### config.mk
export PLATFORM = sky130hd
export DESIGN_NAME = refcounted_handle_table_top
export DESIGN_NICKNAME = d
export VERILOG_FILES = /design/src/sv/rht_pkg.sv /design/src/sv/refcounted_handle_table_top.sv /design/src/sv/rht_ram.sv /design/src/sv/rht_slot_store.sv /design/src/sv/rht_seq.sv
export VERILOG_INCLUDE_DIRS = /design/src /design/src/sv
export SDC_FILE = /design/constraint.sdc
export NUM_CORES = 2
export LEC_CHECK = 0
export BUFFER_PORTS_ARGS = -buffer_cell sky130_fd_sc_hd__buf_2
export CAP_MARGIN = 10
export CORE_MARGIN = 2
export CORE_UTILIZATION = 55
export CTS_BUF_LIST = sky130_fd_sc_hd__clkbuf_4 sky130_fd_sc_hd__clkbuf_8
export CTS_CLUSTER_DIAMETER = 80
export DETAILED_ROUTE_END_ITERATION = 10
export PLACE_DENSITY = 0.77
export SLEW_MARGIN = 20
export SYNTH_ARGS = -nofsm -noshare
export SYNTH_HDL_FRONTEND = slang
export SYNTH_SLANG_ARGS = --single-unit
### constraint.sdc
create_clock -name clk_i -period 8.64 [get_ports clk_i]
set_clock_uncertainty 0.05 [all_clocks]
set_input_delay 1.296 -clock clk_i [delete_from_list [all_inputs] [get_ports clk_i]]
set_output_delay 1.296 -clock clk_i [all_outputs]
set_load 0.05 [all_outputs]
### src/sv/refcounted_handle_table_top_macros.svh
// assertion macros for the refcounted handle table
`ifndef REFCOUNTED_HANDLE_TABLE_TOP_MACROS_SVH
`define REFCOUNTED_HANDLE_TABLE_TOP_MACROS_SVH

// same-cycle implication, checked outside reset
`define RHT_ASSERT_NOW(label, ante, cons) \
  label: assert property (@(posedge clk_i) disable iff (!rst_ni) (ante) |-> (cons)) \
    else $error("rht check failed");

// next-cycle implication, checked outside reset
`define RHT_ASSERT_NEXT(label, ante, cons) \
  label: assert property (@(posedge clk_i) disable iff (!rst_ni) (ante) |=> (cons)) \
    else $error("rht check failed");

`endif

### src/sv/rht_pkg.sv
// shared types, constants and helpers of the refcounted handle table
`default_nettype none

package rht_pkg;

  localparam int LOG2_SLOTS  = 6;
  localparam int NSLOTS      = 1 << LOG2_SLOTS;
  localparam int COUNT_BITS  = 16;
  localparam int TAG_BITS    = 16;
  localparam int HANDLE_BITS = 31;

  localparam logic [COUNT_BITS-1:0]  COUNT_MAX  = '1;
  localparam logic [HANDLE_BITS-1:0] HANDLE_MAX = '1;

  typedef enum logic [1:0] {
    OP_ALLOC   = 2'd0,
    OP_LOOKUP  = 2'd1,
    OP_DISCARD = 2'd2
  } op_e;

  typedef enum logic [1:0] {
    ST_OK        = 2'd0,
    ST_INVALID   = 2'd1,
    ST_FULL      = 2'd2,
    ST_SATURATED = 2'd3
  } status_e;

  typedef struct packed {
    logic [COUNT_BITS-1:0]  count;
    logic [TAG_BITS-1:0]    tag;
    logic [HANDLE_BITS-1:0] handle;
  } slot_t;

  typedef struct packed {
    logic                  re;
    logic                  we;
    logic [LOG2_SLOTS-1:0] addr;
    slot_t                 wdata;
  } mem_req_t;

  typedef struct packed {
    status_e                status;
    logic [HANDLE_BITS-1:0] handle;
    logic [TAG_BITS-1:0]    object;
    logic                   destroy;
  } res_t;

  // running handle counter: 1 .. max, then back to 1
  function automatic logic [HANDLE_BITS-1:0] advance_handle(
    input logic [HANDLE_BITS-1:0] h
  );
    logic [HANDLE_BITS-1:0] n;
    if (h == HANDLE_MAX || h == '0) begin
      n = HANDLE_BITS'(1);
    end else begin
      n = h + HANDLE_BITS'(1);
    end
    return n;
  endfunction

endpackage

`default_nettype wire

### src/sv/refcounted_handle_table_top.sv
// top level: refcounted handle table with stream ports and output register
// lookup and discard read the slot when the item is accepted, then evaluate it and
// register the result; allocate first probes k busy slots before a free one (k <= 63)
// throughput: one item at a time, lookup and discard bounded by the
//   single-port slot memory read then write-back; allocate probes one slot a cycle
// reset: asynchronous active low, all slots free at once, next handle returns to 1
`default_nettype none

module refcounted_handle_table_top (
  input  wire logic        clk_i,
  input  wire logic        rst_ni,
  // input item
  input  wire logic        s_axis_tvalid,
  output logic             s_axis_tready,
  input  wire logic [47:0] s_axis_tdata,   // [30:0] handle_in, [46:31] object_tag, [47] zero
  input  wire logic [1:0]  s_axis_tuser,   // [1:0] opcode
  // result item
  output logic             m_axis_tvalid,
  input  wire logic        m_axis_tready,
  output logic      [47:0] m_axis_tdata,   // [30:0] handle_out, [46:31] object_out, [47] zero
  output logic      [2:0]  m_axis_tuser    // [1:0] status, [2] destroy
);

  rht_pkg::mem_req_t req;
  rht_pkg::slot_t    entry;
  rht_pkg::res_t     res;
  logic              res_valid;
  logic              out_free;

  // output register: result held here while the sink stalls
  logic              out_valid_q;
  rht_pkg::res_t     out_q;

  assign out_free = !out_valid_q || m_axis_tready;

  rht_slot_store u_store (
    .clk_i  (clk_i),
    .rst_ni (rst_ni),
    .req_i  (req),
    .entry_o(entry)
  );

  // sequencer owns the handle counter and the probe loop
  rht_seq u_seq (
    .clk_i      (clk_i),
    .rst_ni     (rst_ni),
    .in_valid_i (s_axis_tvalid),
    .in_ready_o (s_axis_tready),
    .in_opcode_i(s_axis_tuser),
    .in_handle_i(s_axis_tdata[30:0]),
    .in_tag_i   (s_axis_tdata[46:31]),
    .out_free_i (out_free),
    .req_o      (req),
    .entry_i    (entry),
    .res_valid_o(res_valid),
    .res_o      (res)
  );

  always_ff @(posedge clk_i or negedge rst_ni) begin
    if (!rst_ni) begin
      out_valid_q <= 1'b0;
    end else if (out_free) begin
      out_valid_q <= res_valid;
    end
  end

  // payload needs no reset
  always_ff @(posedge clk_i) begin
    if (res_valid && out_free) begin
      out_q <= res;
    end
  end

  assign m_axis_tvalid = out_valid_q;
  assign m_axis_tdata  = {1'b0, out_q.object, out_q.handle};
  assign m_axis_tuser  = {out_q.destroy, out_q.status};

endmodule

`default_nettype wire

### src/sv/rht_ram.sv
// generic single-port ram with registered read
`default_nettype none

module rht_ram #(
  parameter int Width = 8,
  parameter int Depth = 64
) (
  input  wire logic                     clk_i,
  input  wire logic                     re_i,
  input  wire logic                     we_i,
  input  wire logic [$clog2(Depth)-1:0] addr_i,
  input  wire logic [Width-1:0]         wdata_i,
  output logic      [Width-1:0]         rdata_o
);

  logic [Width-1:0] mem_q [Depth];
  logic [Width-1:0] rdata_q;

  always_ff @(posedge clk_i) begin
    if (we_i) begin
      mem_q[addr_i] <= wdata_i;
    end
    if (re_i) begin
      rdata_q <= mem_q[addr_i];
    end
  end

  assign rdata_o = rdata_q;

endmodule

`default_nettype wire

### src/sv/rht_slot_store.sv
// slot memory with per-entry written bits so unwritten slots read as free
`default_nettype none

module rht_slot_store (
  input  wire logic               clk_i,
  input  wire logic               rst_ni,
  input  wire rht_pkg::mem_req_t  req_i,
  output rht_pkg::slot_t          entry_o
);

  logic [rht_pkg::NSLOTS-1:0]     written_q;
  logic [rht_pkg::LOG2_SLOTS-1:0] raddr_q;
  logic [$bits(rht_pkg::slot_t)-1:0] rdata;
  rht_pkg::slot_t                 raw;

  rht_ram #(
    .Width($bits(rht_pkg::slot_t)),
    .Depth(rht_pkg::NSLOTS)
  ) u_ram (
    .clk_i  (clk_i),
    .re_i   (req_i.re),
    .we_i   (req_i.we),
    .addr_i (req_i.addr),
    .wdata_i(req_i.wdata),
    .rdata_o(rdata)
  );

  always_ff @(posedge clk_i or negedge rst_ni) begin
    if (!rst_ni) begin
      written_q <= '0;
      raddr_q   <= '0;
    end else begin
      if (req_i.we) begin
        written_q[req_i.addr] <= 1'b1;
      end
      if (req_i.re) begin
        raddr_q <= req_i.addr;
      end
    end
  end

  // a slot never written counts as free
  always_comb begin
    raw     = rdata;
    entry_o = raw;
    if (!written_q[raddr_q]) begin
      entry_o.count = '0;
    end
  end

endmodule

`default_nettype wire

### src/sv/rht_seq.sv
// sequencer: read-modify-write of one slot per item, allocate probe loop
`default_nettype none

`include "refcounted_handle_table_top_macros.svh"

module rht_seq (
  input  wire logic                              clk_i,
  input  wire logic                              rst_ni,
  input  wire logic                              in_valid_i,
  output logic                                   in_ready_o,
  input  wire logic [1:0]                        in_opcode_i,
  input  wire logic [rht_pkg::HANDLE_BITS-1:0]   in_handle_i,
  input  wire logic [rht_pkg::TAG_BITS-1:0]      in_tag_i,
  input  wire logic                              out_free_i,
  output rht_pkg::mem_req_t                      req_o,
  input  wire rht_pkg::slot_t                    entry_i,
  output logic                                   res_valid_o,
  output rht_pkg::res_t                          res_o
);

  typedef enum logic {
    S_IDLE,
    S_EVAL
  } state_e;

  state_e                          state_q, state_d;
  logic [1:0]                      op_q, op_d;
  logic [rht_pkg::HANDLE_BITS-1:0] handle_q, handle_d;
  logic [rht_pkg::TAG_BITS-1:0]    tag_q, tag_d;
  logic [rht_pkg::LOG2_SLOTS-1:0]  tries_q, tries_d;
  logic [rht_pkg::HANDLE_BITS-1:0] next_handle_q, next_handle_d;

  logic [rht_pkg::HANDLE_BITS-1:0] adv;
  logic                            live;
  logic                            match;

  assign adv   = rht_pkg::advance_handle(next_handle_q);
  assign live  = entry_i.count != '0;
  assign match = live && (handle_q != '0) && (entry_i.handle == handle_q);

  always_comb begin
    state_d       = state_q;
    op_d          = op_q;
    handle_d      = handle_q;
    tag_d         = tag_q;
    tries_d       = tries_q;
    next_handle_d = next_handle_q;
    in_ready_o    = 1'b0;
    req_o         = '0;
    res_valid_o   = 1'b0;
    res_o         = '0;
    res_o.status  = rht_pkg::ST_INVALID;

    case (state_q)
      S_IDLE: begin
        in_ready_o = 1'b1;
        if (in_valid_i) begin
          op_d     = in_opcode_i;
          handle_d = in_handle_i;
          tag_d    = in_tag_i;
          tries_d  = '0;
          req_o.re = 1'b1;
          if (in_opcode_i == rht_pkg::OP_ALLOC) begin
            req_o.addr = next_handle_q[rht_pkg::LOG2_SLOTS-1:0];
          end else begin
            req_o.addr = in_handle_i[rht_pkg::LOG2_SLOTS-1:0];
          end
          state_d = S_EVAL;
        end
      end
      S_EVAL: begin
        case (op_q)
          rht_pkg::OP_ALLOC: begin
            if (!live) begin
              if (out_free_i) begin
                req_o.we           = 1'b1;
                req_o.addr         = next_handle_q[rht_pkg::LOG2_SLOTS-1:0];
                req_o.wdata.count  = rht_pkg::COUNT_BITS'(1);
                req_o.wdata.tag    = tag_q;
                req_o.wdata.handle = next_handle_q;
                res_o.status       = rht_pkg::ST_OK;
                res_o.handle       = next_handle_q;
                res_valid_o        = 1'b1;
                next_handle_d      = adv;
                state_d            = S_IDLE;
              end
            end else if (tries_q != '1) begin
              // slot taken: probe the next candidate
              next_handle_d = adv;
              tries_d       = tries_q + 1'b1;
              req_o.re      = 1'b1;
              req_o.addr    = adv[rht_pkg::LOG2_SLOTS-1:0];
            end else if (out_free_i) begin
              res_o.status  = rht_pkg::ST_FULL;
              res_valid_o   = 1'b1;
              next_handle_d = adv;
              state_d       = S_IDLE;
            end
          end
          rht_pkg::OP_LOOKUP: begin
            if (out_free_i) begin
              res_valid_o = 1'b1;
              state_d     = S_IDLE;
              if (match) begin
                if (entry_i.count == rht_pkg::COUNT_MAX) begin
                  res_o.status = rht_pkg::ST_SATURATED;
                end else begin
                  req_o.we          = 1'b1;
                  req_o.addr        = handle_q[rht_pkg::LOG2_SLOTS-1:0];
                  req_o.wdata       = entry_i;
                  req_o.wdata.count = entry_i.count + 1'b1;
                  res_o.status      = rht_pkg::ST_OK;
                  res_o.object      = entry_i.tag;
                end
              end
            end
          end
          rht_pkg::OP_DISCARD: begin
            if (out_free_i) begin
              res_valid_o = 1'b1;
              state_d     = S_IDLE;
              if (match && entry_i.tag == tag_q) begin
                req_o.we          = 1'b1;
                req_o.addr        = handle_q[rht_pkg::LOG2_SLOTS-1:0];
                req_o.wdata       = entry_i;
                req_o.wdata.count = entry_i.count - 1'b1;
                res_o.status      = rht_pkg::ST_OK;
                if (entry_i.count == rht_pkg::COUNT_BITS'(1)) begin
                  req_o.wdata.tag    = '0;
                  req_o.wdata.handle = '0;
                  res_o.destroy      = 1'b1;
                end
              end
            end
          end
          default: begin
            if (out_free_i) begin
              res_valid_o = 1'b1;
              state_d     = S_IDLE;
            end
          end
        endcase
      end
      default: begin
        state_d = S_IDLE;
      end
    endcase
  end

  always_ff @(posedge clk_i or negedge rst_ni) begin
    if (!rst_ni) begin
      state_q       <= S_IDLE;
      op_q          <= '0;
      handle_q      <= '0;
      tag_q         <= '0;
      tries_q       <= '0;
      next_handle_q <= rht_pkg::HANDLE_BITS'(1);
    end else begin
      state_q       <= state_d;
      op_q          <= op_d;
      handle_q      <= handle_d;
      tag_q         <= tag_d;
      tries_q       <= tries_d;
      next_handle_q <= next_handle_d;
    end
  end

  `RHT_ASSERT_NOW(a_rd_wr_excl, 1'b1, !(req_o.re && req_o.we))
  `RHT_ASSERT_NOW(a_handle_nonzero, 1'b1, next_handle_q != '0)
  `RHT_ASSERT_NOW(a_res_needs_room, res_valid_o, out_free_i)
  `RHT_ASSERT_NEXT(a_busy_after_accept, in_valid_i && in_ready_o, !in_ready_o)

endmodule

`default_nettype wire
==> key figures <==
Power and ir drop
  – P_leak: 65.8 nW
  – Switching power: 0.0185 W
  – Combinational group share of total power: 28.8%
  – Sequential share of power: 43.4%
  – PwrDens: 310 nW/um^2
  – Peak supply drop: 0.337 mV
  – P_int: 0.0393 W
  – Tot Pwr: 0.0578 W
  – Sw Ratio: 32.0%
  – Clk pwr share: 27.8%

Clock network
  – # clock sinks: 4,303
  – H-tree depth: 6
  – # hold bufs at CTS: 0
  – Clk slew on worst S/H paths: 0.07 ns
  – Clk_lat worst skew: 1.14 ns
  – Postcts setup bufs: 0
  – Root Driver: clkbuf_8
  – Num CTS Buffers: 634
  – TritonCTS clock tree: yes
  – Clk buf depth: 4
  – # resized after CTS: 0

Layout
  – NumNets Final: 8,265
  – Proportion of layout cells with a drive suffix above 1: 31.2%
  – Non-filler instance count after layout: 12,600
  – Layout area overhead: 13.6%

Timing
  – Post-layout minimum cycle time: 8.00 ns
  – Setup TNS: 0 ns
  – Slew of the pin with the lowest slew margin: 1.19 ns
  – Slew headroom: 20.7%
  – Peak Freq: 125 MHz
  – # setup viols final: 0
  – Pins Over Slew Limit: 0
  – RSZ-0062 raised after global routing: no
  – Final Hold Viols: 0
  – Crit share post-route: 92.6%

GRT
  – Initial antenna violation count: 11
  – Gr ovfl total: 0
  – Number of global-route vias before repair: 86,300
  – Total Routing Usage GR: 31.1%
  – First-pass GRT wire length: 651,000 um
  – Largest net degree at the start of global routing: 102

Detailed routing
  – Iter 0 DRT Violations: 16,300
  – Via density: 7.06
  – DRT Pass-1 Iters: 6
  – Routed WL per cell: 37.7 um
  – Final WL: 476,000 um
  – DR vias: 89,200
  – Drc violations: 0
  – Routed Antenna Nets: 0

Flow run
  – Maxcap violations: 0

Placement
  – Hpwl dp: 248,000 um
  – Post-Place Cells: 11,500
  – Final GP Congestion: 0.922
  – Port Buffers: 104

Setup path
  – WS Path Type: reg -> reg
  – Worst-path maximum fanout: 24
  – Worst EP arrival: 8.73 ns
  – Worst Setup Start Kind: flip-flop
  – WP data required: 9.37 ns
  – Setup crit end kind: flip-flop

Die
  – Die area: 303,000 sq um
  – Die width: 550 um
  – IO Pins: 107
  – Core Rows: 200
  – Die Y: 550 um
  – Initial core utilization: 55.3%
  – Core Area: 297,000 sq um

Synth
  – Yosys warns: 0
  – Sequential area share after synthesis: 78.3%
  – Distinct cells, synth: 68
  – Most used DFF post-synth: edfxtp_1
  – Register bit count reported by yosys: 4,303
  – Syn_nets: 7,551
  – Synth Cell Area: 164,000 sq um
  – Post-synthesis async set-or-reset flop share: 3.67%
  – Synthesized area per cell: 21.9 sq um
  – Gate count after technology mapping: 7,490
  – Post-synth EDFFs: 4,145

Min path
  – Worst min path class: in -> async

Run status
  – Outcome: finished clean
layout by cell type (no fill, tap or decap), types with 126 or more instances in the layout:
cell type / count
clkbuf_4: 219
edfxtp_1: 4145
nor2_4: 126
a22oi_1: 500
dfrtp_1: 157
buf_12: 161
mux4_2: 1004
buf_4: 207
clkbuf_8: 655
clkinv_1: 141
nand2_1: 221
metrics by stage:
stage,util (%),worst slack (ns),area [sq um],hold WS (ns)
3_5_place_dp,58.4,0.969,173000,0.402
2_1_floorplan,-,0.403,164000,0.389
6_report,62.8,0.643,186000,0.318
4_1_cts,62.5,0.892,185000,0.265
5_1_grt,62.8,0.341,186000,0.314
3_3_place_gp,58.3,1.02,173000,0.400
critical path, cell delays in order, from the launching register on:
cell	delay (ns)
dfrtp_1	1.03
mux2i_1	0.20
a311oi_1	0.35
nand3_1	0.12
nand4_1	0.17
mux2_2	0.44
nand2_1	0.20
inv_1	0.13
ha_1	0.33
nand3_1	0.12
nor2_1	0.33
nand4_1	0.32
nor3b_1	0.28
nand3_1	0.12
and3_1	0.30
nand3_1	0.19
a21o_4	0.73
buf_12	0.29
buf_12	0.26
buf_4	0.29
mux4_2	0.52
a22oi_1	0.22
nand4_1	0.20
or3_1	0.41
final timing paths:
path	start	end	slack, ns	depth (start not counted)
worst max-delay path	u_store.raddr_q[0]$_DFFE_PN0P_	u_store.u_ram.rdata_o[38]$_DFFE_PP_	0.64	23
worst min-delay path	rst_ni	u_store.written_q[53]$_DFFE_PN0P_	0.32	1
worst max register to register	u_store.raddr_q[0]$_DFFE_PN0P_	u_store.u_ram.rdata_o[38]$_DFFE_PP_	0.64	23
worst min register to register	u_store.written_q[30]$_DFFE_PN0P_	u_store.written_q[30]$_DFFE_PN0P_	0.42	1
max in group asynchronous	rst_ni	u_store.written_q[2]$_DFFE_PN0P_	6.85	2
min in group clk_i	s_axis_tdata[30]	u_seq.handle_q[30]$_DFFE_PN0P_	0.32	3
Yosys cell counts, drive strengths merged, types with 9 or more instances:
library cell / number / area share, %
a21oi: 46 / 0.14
a22o: 59 / 0.32
a22oi: 500 / 2.3
a31oi: 9 / 0.034
and2: 55 / 0.21
and3: 17 / 0.065
buf: 215 / 0.68
clkbuf: 196 / 0.45
dfrtp: 157 / 2.4
edfxtp: 4145 / 76
inv: 15 / 0.034
mux2: 10 / 0.069
mux2i: 36 / 0.22
mux4: 1004 / 14
nand2: 223 / 0.51
nand3: 102 / 0.31
nand4: 89 / 0.34
nor2: 187 / 0.43
nor2b: 9 / 0.034
nor3: 29 / 0.11
nor4: 28 / 0.11
o21ai: 47 / 0.14
or2: 72 / 0.27
or3: 74 / 0.28
xnor2: 20 / 0.11
xor2: 54 / 0.29
per-layer routing:
layer / vias up / part of all wire [%] / wire (um) / global-route usage, %
met1: 45800 / 33 / 156000 / 41.3
met3: 1661 / 16 / 74400 / 9.95
met2: 8479 / 46 / 217000 / 46.8
met4: 10 / 6.2 / 29400 / 15.5
met5: - / 0.011 / 54 / 0.203
li1: 33200 / - / - / -
sequential cells by signal, indices dropped and copies added (netlist names):
register and cells:
u_store.raddr_q 6, u_seq.state_q 1, u_store.u_ram.mem_q 4032, u_seq.tag_q 16, u_seq.tries_q 6, m_axis_tuser 3, m_axis_tvalid 1, u_seq.next_handle_q 31
m_axis_tdata 47, u_store.written_q 64, u_store.u_ram.rdata_o 63, u_seq.op_q 2, u_seq.handle_q 31
power groups by stage:
stage                     Combinational (W)  Sequential (W)  Clock [W]
after global placement               0.0160          0.0254          0
after detailed placement             0.0163          0.0254          0
after global routing                 0.0174          0.0250     0.0170
after floorplan                      0.0108          0.0254          0
final                                0.0167          0.0251     0.0161
after CTS                            0.0163          0.0250     0.0161
cell type report:
cell class,instances,area (sq um)
antenna,12,30.0
clock buffer,873,10600
clock inverter,240,1560
fill,18700,110000
inverter,15,56.3
multi-input combinational,2761,34900
sequential,4303,128000
tap,3939,4930
timing repair buffer,489,5770
cells by family (layout without fill, tap and decap cells):
family	count (synthesis)	in the layout	share of synthesized area [%]
and+or+nand+nor	910	910	2.80
xor gates and xnor gates	74	74	0.395
other	1	13	0.00229
DFF	4303	4303	78.3
AOI/OAI and AO/OA	719	719	3.23
muxes	1050	1050	14.1
adders and majority gates	7	7	0.0534
buffers and inverters	426	1617	1.16
No activity file was read; power rests on OpenSTA's default activity.
